===== src/rtl/rbgq_pkg.sv =====
// Package for the range bucketed group queues block.
// Field widths, command, status and register codes, reset values and the
// controller to datapath structs. No dependencies.
`timescale 1ns / 1ps
`default_nettype none

package rbgq_pkg;

    localparam int CMD_W     = 2;
    localparam int VAL_W     = 7;
    localparam int GRP_W     = 2;
    localparam int ST_W      = 2;
    localparam int CNT_OUT_W = 5;
    localparam int CFG_IDX_W = 2;
    localparam int CFG_W     = 7;

    localparam int GROUPS_DEF = 4;
    localparam int DEPTH_DEF  = 16;

    localparam logic [CMD_W-1:0] CMD_ENQ   = 2'd0;
    localparam logic [CMD_W-1:0] CMD_DEQ   = 2'd1;
    localparam logic [CMD_W-1:0] CMD_COUNT = 2'd2;
    localparam logic [CMD_W-1:0] CMD_DUMP  = 2'd3;

    localparam logic [ST_W-1:0] ST_OK    = 2'd0;
    localparam logic [ST_W-1:0] ST_RANGE = 2'd1;
    localparam logic [ST_W-1:0] ST_FULL  = 2'd2;
    localparam logic [ST_W-1:0] ST_EMPTY = 2'd3;

    localparam logic [CFG_IDX_W-1:0] REG_LIMIT0 = 2'd0;
    localparam logic [CFG_IDX_W-1:0] REG_LIMIT1 = 2'd1;
    localparam logic [CFG_IDX_W-1:0] REG_LIMIT2 = 2'd2;
    localparam logic [CFG_IDX_W-1:0] REG_MAX    = 2'd3;

    localparam logic [CFG_W-1:0] LIMIT0_RST = 7'd24;
    localparam logic [CFG_W-1:0] LIMIT1_RST = 7'd49;
    localparam logic [CFG_W-1:0] LIMIT2_RST = 7'd74;
    localparam logic [CFG_W-1:0] MAX_RST    = 7'd100;

    typedef struct packed {
        logic latch;
        logic exec;
        logic emit;
    } t_dp_cmd;

    typedef struct packed {
        logic slot_free;
        logic multi;
        logic rem_last;
    } t_dp_stat;

endpackage

`default_nettype wire


===== src/rtl/rbgq_ram.sv =====
// Generic simple dual port RAM with registered read.
// One write port, one read port. No dependencies.
`timescale 1ns / 1ps
`default_nettype none

module rbgq_ram #(
    parameter int WIDTH = 8,
    parameter int DEPTH = 64
) (
    input  wire logic                     i_clk,
    input  wire logic                     i_we,
    input  wire logic [$clog2(DEPTH)-1:0] i_waddr,
    input  wire logic [WIDTH-1:0]         i_wdata,
    input  wire logic                     i_re,
    input  wire logic [$clog2(DEPTH)-1:0] i_raddr,
    output logic      [WIDTH-1:0]         o_rdata
);

    logic [WIDTH-1:0] r_mem [DEPTH];

    always_ff @(posedge i_clk) begin
        if (i_we) begin
            r_mem[i_waddr] <= i_wdata;
        end
        if (i_re) begin
            o_rdata <= r_mem[i_raddr];
        end
    end

endmodule

`default_nettype wire


===== src/rtl/rbgq_ctrl.sv =====
// Controller state machine: accept, execute, emit of stored entries.
// Depends on rbgq_pkg.
`timescale 1ns / 1ps
`default_nettype none

module rbgq_ctrl (
    input  wire logic              i_clk,
    input  wire logic              i_rst_n,
    input  wire logic              i_in_valid,
    output logic                   o_in_ready,
    input  wire rbgq_pkg::t_dp_stat i_stat,
    output rbgq_pkg::t_dp_cmd      o_cmd
);
    import rbgq_pkg::*;

    localparam logic [1:0] S_IDLE = 2'd0;
    localparam logic [1:0] S_EXEC = 2'd1;
    localparam logic [1:0] S_EMIT = 2'd2;

    logic [1:0] r_state;
    logic [1:0] n_state;

    always_comb begin
        n_state     = r_state;
        o_in_ready  = 1'b0;
        o_cmd       = '0;
        unique case (r_state)
            S_IDLE: begin
                o_in_ready = 1'b1;
                if (i_in_valid) begin
                    o_cmd.latch = 1'b1;
                    n_state     = S_EXEC;
                end
            end
            S_EXEC: begin
                if (i_stat.slot_free) begin
                    o_cmd.exec = 1'b1;
                    n_state    = i_stat.multi ? S_EMIT : S_IDLE;
                end
            end
            S_EMIT: begin
                if (i_stat.slot_free) begin
                    o_cmd.emit = 1'b1;
                    if (i_stat.rem_last) begin
                        n_state = S_IDLE;
                    end
                end
            end
            default: begin
                n_state = S_IDLE;
            end
        endcase
    end

    always_ff @(posedge i_clk) begin
        if (!i_rst_n) begin
            r_state <= S_IDLE;
        end else begin
            r_state <= n_state;
        end
    end

endmodule

`default_nettype wire


===== src/rtl/rbgq_dp.sv =====
// Datapath: limit registers, classifier, queue pointers and counts,
// entry RAM and output register. Depends on rbgq_pkg and rbgq_ram.
`timescale 1ns / 1ps
`default_nettype none

module rbgq_dp #(
    parameter int GROUPS = rbgq_pkg::GROUPS_DEF,
    parameter int DEPTH  = rbgq_pkg::DEPTH_DEF
) (
    input  wire logic                           i_clk,
    input  wire logic                           i_rst_n,
    input  wire rbgq_pkg::t_dp_cmd              i_cmd,
    output rbgq_pkg::t_dp_stat                  o_stat,
    input  wire logic [rbgq_pkg::CMD_W-1:0]     i_command,
    input  wire logic [rbgq_pkg::VAL_W-1:0]     i_value,
    input  wire logic [rbgq_pkg::GRP_W-1:0]     i_group,
    input  wire logic                           i_cfg_we,
    input  wire logic [rbgq_pkg::CFG_IDX_W-1:0] i_cfg_idx,
    input  wire logic [rbgq_pkg::CFG_W-1:0]     i_cfg_data,
    output logic                                o_out_valid,
    input  wire logic                           i_out_ready,
    output logic [rbgq_pkg::ST_W-1:0]           o_status,
    output logic [rbgq_pkg::VAL_W-1:0]          o_item_value,
    output logic [rbgq_pkg::GRP_W-1:0]          o_item_group,
    output logic [rbgq_pkg::CNT_OUT_W-1:0]      o_group_count,
    output logic                                o_last
);
    import rbgq_pkg::*;

    localparam int GIW   = $clog2(GROUPS);
    localparam int IW    = $clog2(DEPTH);
    localparam int CW    = $clog2(DEPTH + 1);
    localparam int MEM_D = GROUPS * DEPTH;
    localparam int AW    = $clog2(MEM_D);

    function automatic logic [IW-1:0] f_wrap(input logic [IW-1:0] p);
        f_wrap = (p == IW'(DEPTH - 1)) ? '0 : p + 1'b1;
    endfunction

    function automatic logic [AW-1:0] f_addr(input logic [GIW-1:0] g, input logic [IW-1:0] p);
        f_addr = AW'(g) * AW'(DEPTH) + AW'(p);
    endfunction

    logic [CFG_W-1:0] r_limit0;
    logic [CFG_W-1:0] r_limit1;
    logic [CFG_W-1:0] r_limit2;
    logic [CFG_W-1:0] r_max;

    logic [IW-1:0] r_head  [GROUPS];
    logic [IW-1:0] r_tail  [GROUPS];
    logic [CW-1:0] r_count [GROUPS];

    logic [CMD_W-1:0] r_cmd;
    logic [VAL_W-1:0] r_val;
    logic [GRP_W-1:0] r_grp;
    logic [GIW-1:0]   r_class;
    logic             r_reject;

    logic [GIW-1:0] r_sidx;
    logic [IW-1:0]  r_ptr;
    logic [CW-1:0]  r_rem;
    logic [CW-1:0]  r_emit_cnt;

    logic [1:0]     s_class_raw;
    logic [GIW-1:0] s_class;
    logic [GIW-1:0] s_idx;
    logic           s_valid;
    logic [CW-1:0]  s_cnt;
    logic [IW-1:0]  s_head;
    logic [IW-1:0]  s_tail;
    logic           s_empty;
    logic           s_full;
    logic           s_multi;
    logic           s_rem_last;
    logic [IW-1:0]  s_ptr_next;

    logic             s_we;
    logic [AW-1:0]    s_waddr;
    logic             s_re;
    logic [AW-1:0]    s_raddr;
    logic [VAL_W-1:0] s_rdata;

    // classifier, applied at accept
    always_comb begin
        if (i_value <= r_limit0) begin
            s_class_raw = 2'd0;
        end else if (i_value <= r_limit1) begin
            s_class_raw = 2'd1;
        end else if (i_value <= r_limit2) begin
            s_class_raw = 2'd2;
        end else begin
            s_class_raw = 2'd3;
        end
        if ({1'b0, s_class_raw} >= 3'(GROUPS)) begin
            s_class = GIW'(GROUPS - 1);
        end else begin
            s_class = GIW'(s_class_raw);
        end
    end

    always_comb begin
        if (r_cmd == CMD_ENQ) begin
            s_idx   = r_class;
            s_valid = 1'b1;
        end else begin
            s_idx   = GIW'(r_grp);
            s_valid = ({1'b0, r_grp} < 3'(GROUPS));
        end
        s_cnt      = s_valid ? r_count[s_idx] : '0;
        s_head     = r_head[s_idx];
        s_tail     = r_tail[s_idx];
        s_empty    = (s_cnt == '0);
        s_full     = (s_cnt == CW'(DEPTH));
        s_multi    = ((r_cmd == CMD_DEQ) || (r_cmd == CMD_DUMP)) && !s_empty;
        s_rem_last = (r_rem == CW'(1));
        s_ptr_next = f_wrap(r_ptr);
    end

    assign o_stat.slot_free = !o_out_valid || i_out_ready;
    assign o_stat.multi     = s_multi;
    assign o_stat.rem_last  = s_rem_last;

    assign s_we    = i_cmd.exec && (r_cmd == CMD_ENQ) && !r_reject && !s_full;
    assign s_waddr = f_addr(s_idx, s_tail);
    assign s_re    = (i_cmd.exec && s_multi) || (i_cmd.emit && !s_rem_last);
    assign s_raddr = i_cmd.exec ? f_addr(s_idx, s_head) : f_addr(r_sidx, s_ptr_next);

    rbgq_ram #(
        .WIDTH (VAL_W),
        .DEPTH (MEM_D)
    ) u_ram (
        .i_clk   (i_clk),
        .i_we    (s_we),
        .i_waddr (s_waddr),
        .i_wdata (r_val),
        .i_re    (s_re),
        .i_raddr (s_raddr),
        .o_rdata (s_rdata)
    );

    always_ff @(posedge i_clk) begin
        if (!i_rst_n) begin
            r_limit0 <= LIMIT0_RST;
            r_limit1 <= LIMIT1_RST;
            r_limit2 <= LIMIT2_RST;
            r_max    <= MAX_RST;
        end else if (i_cfg_we) begin
            unique case (i_cfg_idx)
                REG_LIMIT0: r_limit0 <= i_cfg_data;
                REG_LIMIT1: r_limit1 <= i_cfg_data;
                REG_LIMIT2: r_limit2 <= i_cfg_data;
                REG_MAX:    r_max    <= i_cfg_data;
            endcase
        end
    end

    always_ff @(posedge i_clk) begin
        if (i_cmd.latch) begin
            r_cmd    <= i_command;
            r_val    <= i_value;
            r_grp    <= i_group;
            r_class  <= s_class;
            r_reject <= (i_value > r_max);
        end
    end

    always_ff @(posedge i_clk) begin
        if (!i_rst_n) begin
            for (int g = 0; g < GROUPS; g++) begin
                r_head[g]  <= '0;
                r_tail[g]  <= '0;
                r_count[g] <= '0;
            end
        end else if (i_cmd.exec) begin
            if (s_we) begin
                r_tail[s_idx]  <= f_wrap(s_tail);
                r_count[s_idx] <= s_cnt + 1'b1;
            end
            if ((r_cmd == CMD_DEQ) && s_multi) begin
                r_head[s_idx]  <= f_wrap(s_head);
                r_count[s_idx] <= s_cnt - 1'b1;
            end
        end
    end

    always_ff @(posedge i_clk) begin
        if (i_cmd.exec && s_multi) begin
            r_sidx <= s_idx;
            r_ptr  <= s_head;
            if (r_cmd == CMD_DEQ) begin
                r_rem      <= CW'(1);
                r_emit_cnt <= s_cnt - 1'b1;
            end else begin
                r_rem      <= s_cnt;
                r_emit_cnt <= s_cnt;
            end
        end else if (i_cmd.emit && !s_rem_last) begin
            r_ptr <= s_ptr_next;
            r_rem <= r_rem - 1'b1;
        end
    end

    always_ff @(posedge i_clk) begin
        if (!i_rst_n) begin
            o_out_valid <= 1'b0;
        end else if ((i_cmd.exec && !s_multi) || i_cmd.emit) begin
            o_out_valid <= 1'b1;
        end else if (i_out_ready) begin
            o_out_valid <= 1'b0;
        end
    end

    // result beat payload
    always_ff @(posedge i_clk) begin
        if (i_cmd.emit) begin
            o_status      <= ST_OK;
            o_item_value  <= s_rdata;
            o_item_group  <= r_grp;
            o_group_count <= CNT_OUT_W'(r_emit_cnt);
            o_last        <= s_rem_last;
        end else if (i_cmd.exec && !s_multi) begin
            o_item_value <= '0;
            o_last       <= 1'b1;
            unique case (r_cmd)
                CMD_ENQ: begin
                    if (r_reject) begin
                        o_status      <= ST_RANGE;
                        o_item_group  <= '0;
                        o_group_count <= '0;
                    end else if (s_full) begin
                        o_status      <= ST_FULL;
                        o_item_group  <= GRP_W'(r_class);
                        o_group_count <= CNT_OUT_W'(s_cnt);
                    end else begin
                        o_status      <= ST_OK;
                        o_item_group  <= GRP_W'(r_class);
                        o_group_count <= CNT_OUT_W'(s_cnt + 1'b1);
                    end
                end
                CMD_COUNT: begin
                    o_status      <= ST_OK;
                    o_item_group  <= r_grp;
                    o_group_count <= CNT_OUT_W'(s_cnt);
                end
                CMD_DEQ, CMD_DUMP: begin
                    o_status      <= ST_EMPTY;
                    o_item_group  <= r_grp;
                    o_group_count <= '0;
                end
            endcase
        end
    end

endmodule

`default_nettype wire


===== src/rtl/range_bucketed_group_queues_core.sv =====
// Range bucketed group queues: GROUPS circular queues of DEPTH entries fed
// by a value classifier. Top level; depends on rbgq_pkg, rbgq_ctrl, rbgq_dp.
//
// Input channel (i_in_valid / o_in_ready) carries one command beat:
// enqueue a value, dequeue a group, read a group's count or dump a group.
// Output channel (o_out_valid / i_out_ready) returns result beats; o_last
// marks the final beat of each command.
// One command is worked on at a time. Enqueue, count and any command that
// fails go from accept through the execute step to the result register;
// dequeue adds an emit step, since the entry RAM read is registered. A dump
// emits its entries one per cycle out of that RAM read port while the
// receiver takes them. A new command is accepted while the last result
// beat still waits. Stalling the receiver holds the block in its current
// step; nothing is dropped. Synchronous reset clears queue pointers,
// counts and limit registers to their defaults; the entry RAM is not
// cleared. The user must write the limit registers through i_cfg_we /
// i_cfg_idx / i_cfg_data only while the block is idle; the block itself
// does not enforce it.
`timescale 1ns / 1ps
`default_nettype none

module range_bucketed_group_queues_core #(
    parameter int GROUPS = rbgq_pkg::GROUPS_DEF,
    parameter int DEPTH  = rbgq_pkg::DEPTH_DEF
) (
    input  wire logic                           i_clk,
    input  wire logic                           i_rst_n,
    input  wire logic                           i_in_valid,
    output logic                                o_in_ready,
    input  wire logic [rbgq_pkg::CMD_W-1:0]     i_command,
    input  wire logic [rbgq_pkg::VAL_W-1:0]     i_value,
    input  wire logic [rbgq_pkg::GRP_W-1:0]     i_group,
    output logic                                o_out_valid,
    input  wire logic                           i_out_ready,
    output logic [rbgq_pkg::ST_W-1:0]           o_status,
    output logic [rbgq_pkg::VAL_W-1:0]          o_item_value,
    output logic [rbgq_pkg::GRP_W-1:0]          o_item_group,
    output logic [rbgq_pkg::CNT_OUT_W-1:0]      o_group_count,
    output logic                                o_last,
    input  wire logic                           i_cfg_we,
    input  wire logic [rbgq_pkg::CFG_IDX_W-1:0] i_cfg_idx,
    input  wire logic [rbgq_pkg::CFG_W-1:0]     i_cfg_data
);
    import rbgq_pkg::*;

    t_dp_cmd  s_cmd;
    t_dp_stat s_stat;

    rbgq_ctrl u_ctrl (
        .i_clk      (i_clk),
        .i_rst_n    (i_rst_n),
        .i_in_valid (i_in_valid),
        .o_in_ready (o_in_ready),
        .i_stat     (s_stat),
        .o_cmd      (s_cmd)
    );

    rbgq_dp #(
        .GROUPS (GROUPS),
        .DEPTH  (DEPTH)
    ) u_dp (
        .i_clk         (i_clk),
        .i_rst_n       (i_rst_n),
        .i_cmd         (s_cmd),
        .o_stat        (s_stat),
        .i_command     (i_command),
        .i_value       (i_value),
        .i_group       (i_group),
        .i_cfg_we      (i_cfg_we),
        .i_cfg_idx     (i_cfg_idx),
        .i_cfg_data    (i_cfg_data),
        .o_out_valid   (o_out_valid),
        .i_out_ready   (i_out_ready),
        .o_status      (o_status),
        .o_item_value  (o_item_value),
        .o_item_group  (o_item_group),
        .o_group_count (o_group_count),
        .o_last        (o_last)
    );

endmodule

`default_nettype wire


===== config.mk =====
export PLATFORM = sky130hd
export DESIGN_NAME = range_bucketed_group_queues_core
export DESIGN_NICKNAME = d
export VERILOG_FILES = /design/src/rtl/rbgq_pkg.sv /design/src/rtl/rbgq_ram.sv /design/src/rtl/rbgq_ctrl.sv /design/src/rtl/rbgq_dp.sv /design/src/rtl/range_bucketed_group_queues_core.sv
export SDC_FILE = /design/constraint.sdc
export NUM_CORES = 1
export LEC_CHECK = 0
export BUFFER_PORTS_ARGS = -buffer_cell sky130_fd_sc_hd__buf_2
export CORE_MARGIN = 2
export CORE_UTILIZATION = 40
export DETAILED_ROUTE_END_ITERATION = 10
export GPL_ROUTABILITY_DRIVEN = 0
export SYNTH_ARGS = -nofsm -noshare
export SYNTH_HDL_FRONTEND = slang
export SYNTH_SLANG_ARGS = --single-unit

===== constraint.sdc =====
create_clock -name i_clk -period 4.8 [get_ports i_clk]
set_input_delay 0.48 -clock i_clk [delete_from_list [all_inputs] [get_ports i_clk]]
set_output_delay 0.48 -clock i_clk [all_outputs]
set_load 0.03 [all_outputs]

==> impl_metrics.toml, run 1 <==
[synth]
ys.flop_type = "edfxtp_1"
netlist_area_um2 = 25100
syn_inst = 1960
ys_seq_elements = 585
yosysSeqAreaShare_pct = 68.7
syn_area_per_cell_um2 = 12.8
syn_nets = 2021
yosysWarnings = 0
synth-edff-count = 552
async_reset_ff_share_pct = 0
synth_cell_type_count = 68

[critical_path]
cp_slowest_cell = "nor2_1"
path_class = "reg -> reg"
arrival_ps = 4650
critPathMaxStageDelay_ps = 600
cp-end-kind = "register"
start_kind = "register"
crit_fanout = 15
required_ps = 5050
worstPathCellList = "nor3b_2, nor2_4, inv_2, mux4_2, inv_1, ha_1, nor4bb_2, nor3_2, nand3_1, or2_2, nor2_1"

[grt]
grtUsageTotal_pct = 20.8
overflow = 0
grt_pass1_wl_um = 101000
grt_max_degree = 65
grt_pass1_vias = 16060
antenna_found_initial = 0

[sta]
max_slew.worst_pin.slew_ps = 1120
clock_skew_ps = 19.7
fin_setup_tns_ps = 0
grt_setup_unrepaired = "false"
fmax_ghz = 0.227
slew_violations = 0
setup_viol = 0
period_needed_ps = 4400
slew_headroom_pct = 24.5
finalHoldViolations = 0
period_share_pct = 91.8

[placed_design]
dp_cells = 2779
port_buffers = 43
hpwl_um = 42300

[clock_network]
cts-hold-fix-buffers = 0
cts_tree = "yes"
htree_levels = 2
ctsResizeCount = 0
cts_sinks = 585
cts-root-buf = "clkbuf_16"
clk_latency_ps = 610
cts_setup_buffers = 0
clk_pin_slew_ps = 60
clk_path_buf_depth = 3
cts_buffers = 57

[detailed_routing]
drt_iter0_drc = 1587
wirelength_um = 66800
drc_errors = 0
routed_via_density = 5.63
wl_per_cell_um = 23.1
firstDrtPassIters = 5
antenna_left = 0
num_vias = 16240

[power_and_ir_drop]
ir_worst_vdd_mv = 0.327
leakagePower_uw = 0.00964
powerDensity_nw_per_um2 = 422

[finish]
final_common_cell = "edfxtp_1"
drive_gt1_share_pct = 11.5
antenna_cells = 0
nets = 2062
final_cells = 2884
areaGrowthSynthToFinish_pct = 12.4
layout_common_cells = "edfxtp_1, nand2_1, a21oi_1"

[run_status]
status = "finished, final reports clean"

[floorplanning]
fp.dieArea_um2 = 64700
io-pin-count = 44
std_cell_rows = 91
die_width_um = 254
coreArea_um2 = 61800
initial_core_util_pct = 40.6
die_h_um = 254

[hold_path]
min-delay-path-class = "in -> reg"

[flow_run]
maxCapViolCount = 0
## critical path, delay by kind of cell (launching register included)
kind                       cells  cell delay [ps]
and+or+nand+nor                7             2340
DFF                            1              580
muxes                          1              440
buffers and inverters          2              380
adders and majority gates      1              280
## worst paths after layout
check                                 startpoint                      end  slack, ps  cells past startpoint
worst min-delay path                  i_group[1]            u_dp.r_grp[1]         50                      1
worst min register to register  u_dp.r_limit2[5]         u_dp.r_limit2[5]        460                      2
worst max-delay path               u_dp.r_cmd[0]  u_dp.u_ram.r_mem[55][2]        400                     11
worst max register to register     u_dp.r_cmd[0]  u_dp.u_ram.r_mem[55][2]        400                     11
## through the flow
step	total power (uW)	hold slack, ps	utilization (%)	cell area, um2	worst slack, ps
2_1_floorplan	6840	436	-	25100	659
3_3_place_gp	7370	445	42.5	26300	432
3_5_place_dp	7390	458	42.5	26300	277
4_1_cts	11900	26.3	45.6	28200	258
5_1_grt	12300	34.4	45.6	28200	147
6_report	11900	53.5	45.6	28200	396
## synthesized netlist by cell type (10+ instances only)
cell,instances,area [um2]
edfxtp_1,552,16600
nand2_1,310,1160
a21oi_1,178,891
nor2_1,133,499
nand3_1,86,430
clkbuf_1,66,248
inv_1,59,221
mux2i_1,50,500
o21ai_0,38,190
ha_1,36,450
and2_1,34,213
nand4_1,34,213
dfxtp_1,33,661
buf_2,30,150
a211oi_1,28,210
o2111ai_1,25,219
a221oi_1,24,210
o211ai_1,21,158
nor2b_1,19,119
nand3b_1,18,135
or3_1,16,100
mux2_2,13,146
mux4_2,10,225
nand2b_1,10,62.6
## registers in the layout, indices dropped and copies added (netlist names), 7 cells and up
name,count
u_dp.o_item_value,7
u_dp.r_head,16
u_dp.u_ram.r_mem,448
u_dp.u_ram.o_rdata,7
u_dp.r_tail,16
u_dp.r_max,7
u_dp.r_val,7
u_dp.r_limit0,7
u_dp.r_count,20
u_dp.r_limit2,7
u_dp.r_limit1,7
## power by group
group          internal (uW)  switching (uW)
clock                   2680            1910
sequential              5690            40.7
combinational            461            1100
total                   8830            3050
## routing by layer
layer,wire length [um],share of wire (%),global-route usage [%],vias to the layer above
met4,1750,2.6,6.54,0
met2,31700,47,34.0,610
li1,-,-,-,7371
met1,28900,43,28.4,8138
met5,0,0,0,-
met3,4490,6.7,3.64,121
## logic make-up after synthesis
logic type	count (synthesis)	synth area share (%)
flip-flops	585	68.7
multiplexers	73	3.48
buffers and inverters	179	3.19
AO/OA/AOI/OAI	375	9.51
AND/OR/NAND/NOR	700	12.9
XOR/XNOR	12	0.419
adder cells (fa/ha/maj)	36	1.80
## final cells by class
type	instances	area, um2
clock inverters	39	417
multi-input cells	1196	7110
clock buffers	66	1480
well taps	837	1050
fillers	5455	33600
flip-flops and latches	585	17200
inverters	62	233
repair buffers	99	673
(Power assumes the default switching activity.)
==> inputs of run 2 (changes only) <==
--- a/config.mk
+++ b/config.mk
@@ -12,4 +12,5 @@
 export GPL_ROUTABILITY_DRIVEN = 0
 export SYNTH_ARGS = -nofsm -noshare
 export SYNTH_HDL_FRONTEND = slang
+export SYNTH_HIERARCHICAL = 1
 export SYNTH_SLANG_ARGS = --single-unit
==> impl_metrics.toml, run 2 <==
[critical_path]
worstPathCellList = "nor2_2, mux2i_4, inv_4, mux4_2, inv_1, ha_1, nand2_1, o22ai_1, a21oi_1, and2_1, nor2b_1, nand2_1, nor2_1"
startpoint = "u_dp/r_cmd[1]"
rr_worst_depth = 13
cpMostUsedCell = "nand2_1"
path_class = "reg -> reg"
worst_path_dominant_cell_family = "simple AND/OR/NAND/NOR gates"
cp.depth = 13
crit_end = "u_dp/u_ram/r_mem[60][2]"
path_buf_inv = 2
cp_slowest_cell = "nor2_1"
rr_endpoint = "u_dp/u_ram/r_mem[60][2]"
cp-end-kind = "register"
critPathMaxStageDelay_ps = 570
start_kind = "register"
ff2ff_setup_slack_ps = 360
required_ps = 5040
crit_fanout = 9
regToRegStartpoint = "u_dp/r_cmd[1]"
arrival_ps = 4680

[synth]
synth_cell_type_count = 67
syn_area_per_cell_um2 = 17.0
synthTopCellsByCount = "edfxtp_1, nor2_1, mux4_2"
post_synth_mux_area_share_pct = 13.1
synth_xor_area_share_pct = 0.396
synthAdderAreaFrac_pct = 1.85
yosysMostFrequentCell = "edfxtp_1"
yosys.area_share.simple_pct = 6.19
yosysSeqAreaShare_pct = 70.8
ys.flop_type = "edfxtp_1"
ys_seq_elements = 585
syn_nets = 1494
async_reset_ff_share_pct = 0
netlist_area_um2 = 24300
synth_top_family_by_area = "multiplexers"
synth-edff-count = 552
synth_top_area_share_pct = 68.1
syn_inst = 1433
yosysWarnings = 6
synth_area_leaders = "edfxtp_1, mux4_2, dfxtp_1"
yosysTopAreaCell = "edfxtp_1"
synth_compound_area_share_pct = 5.19

[sta]
clock_skew_ps = 22.8
slew_violations = 0
setup_viol = 0
max_slew.worst_pin.slew_ps = 1120
fin_setup_tns_ps = 0
fmax_ghz = 0.225
grt_setup_unrepaired = "false"
slew_headroom_pct = 24.1
period_share_pct = 92.6
period_needed_ps = 4440
finalHoldViolations = 0

[floorplanning]
coreArea_um2 = 60200
fp.dieArea_um2 = 62900
initial_core_util_pct = 40.4
die_width_um = 251
std_cell_rows = 90
io-pin-count = 44
die_h_um = 251

[power_and_ir_drop]
intPower_uw = 8660
leakagePower_uw = 0.00911
p_sw_share_pct = 24.3
powerDensity_nw_per_um2 = 415
seq_power_share_pct = 50.1
p_clk_share_pct = 37.9
comb_power_share_pct = 12.0
ir_worst_vdd_mv = 0.302
total_power_uw = 11400
switchingPower_uw = 2790

[grt]
overflow = 0
grt_max_degree = 65
grt_pass1_vias = 13454
grt_pass1_wl_um = 85900
antenna_found_initial = 0
grtUsageTotal_pct = 18.2

[finish]
drive_gt1_share_pct = 22.6
final_cells = 2368
final_common_cell = "edfxtp_1"
top_register = "u_dp/u_ram/r_mem"
multi_input_area_um2 = 6550
nFillCells = 5048
final_util_pct = 45.8
nets = 1600
layout_common_cells = "edfxtp_1, nor2_1, mux4_2"
antenna_cells = 0
largest_register_ffs = 448
areaGrowthSynthToFinish_pct = 13.3
seqCellArea_um2 = 17200
top_regs = "u_dp/u_ram/r_mem x448, u_dp/r_count x20"

[placed_design]
dp_cells = 2264
hpwl_um = 36500
port_buffers = 43

[run_status]
status = "finished, final reports clean"

[clock_network]
htree_levels = 2
clk_pin_slew_ps = 60
clk_latency_ps = 620
cts_buffers = 55
cts_tree = "yes"
cts_sinks = 585
clk_path_buf_depth = 3
cts_setup_buffers = 0
cts-root-buf = "clkbuf_16"
ctsResizeCount = 0
cts-hold-fix-buffers = 0

[detailed_routing]
firstDrtPassIters = 7
wl_per_cell_um = 24.0
num_vias = 13359
wirelength_um = 56900
drt_iter0_drc = 1261
antenna_left = 0
drc_errors = 0
routed_via_density = 5.64

[flow_run]
maxCapViolCount = 0

[hold_path]
min-delay-path-class = "in -> reg"
-- run 2: cell count changes in the layout (fill, tap and decap cells not counted), moves of 21 or more --
| cell | change |
|---|---|
| mux4_2 | +116 |
| and2_1 | -22 |
| nand2_1 | -245 |
| o2111ai_1 | -24 |
| a221oi_1 | -23 |
| buf_4 | +22 |
| mux2i_1 | -29 |
| a21oi_1 | -130 |
| nand3_1 | -64 |
| nand4_1 | -29 |
| nor3_1 | +21 |
| a211oi_1 | -24 |
-- run 2: area by class of cell --
type | instances | share of cell area, %
clock buffers | 69 | 5.33
clock inverters | 35 | 1.19
inverters | 56 | 0.771
multi-input cells | 721 | 23.7
flip-flops and latches | 585 | 62.5
well taps | 782 | 3.55
repair buffers | 120 | 2.97
-- run 2: per-stage QoR --
| stage | setup slack [ps] | hold slack [ps] | instance area [um2] |
|---|---|---|---|
| after detailed placement | 401 | 451 | 25800 |
| after global placement | 551 | 443 | 25800 |
| after CTS | 367 | 16.6 | 27600 |
| after global routing | 143 | 32.3 | 27600 |
| after floorplan | 1000 | 436 | 24300 |
| final | 357 | 52.5 | 27600 |
-- run 2: layer usage --
layer	part of all wire, %	track usage, %	vias to the layer above
li1	-	-	5885
met2	48	29.4	463
met5	0	0	-
met4	2.2	5.30	0
met1	43	25.5	6932
met3	6.6	3.26	79
-- run 2: kinds of logic (layout without fill, tap and decap cells) --
kind of cell    count (synthesis)  after routing
compound gates                194            194
mux                           159            159
simple gates                  321            321
flops                         585            585
xor+xnor                       11             11
fa+ha+maj                      36             36
buf+inv                       127            280
-- run 2: how the worst min path moves through the flow --
stage	start	endpoint	cells past startpoint	slack (ps)
final	i_command[1]	u_dp/r_cmd[1]	1	50
after global routing	i_group[1]	u_dp/r_grp[1]	1	30
after CTS	i_command[1]	u_dp/r_cmd[1]	1	20
after detailed placement	u_dp/r_limit1[3]	u_dp/r_limit1[3]	2	450
after global placement	u_dp/r_max[4]	u_dp/r_max[4]	2	440
after floorplan	u_dp/r_limit1[1]	u_dp/r_limit1[1]	2	440
-- run 2: power groups by stage --
stage | Combinational [uW] | Sequential [uW] | Clock (uW)
floorplan | 876 | 5890 | 0
global placement | 1360 | 5840 | 0
detailed placement | 1370 | 5840 | 0
CTS | 1380 | 5730 | 4430
global route | 1470 | 5740 | 4620
finish | 1370 | 5730 | 4340
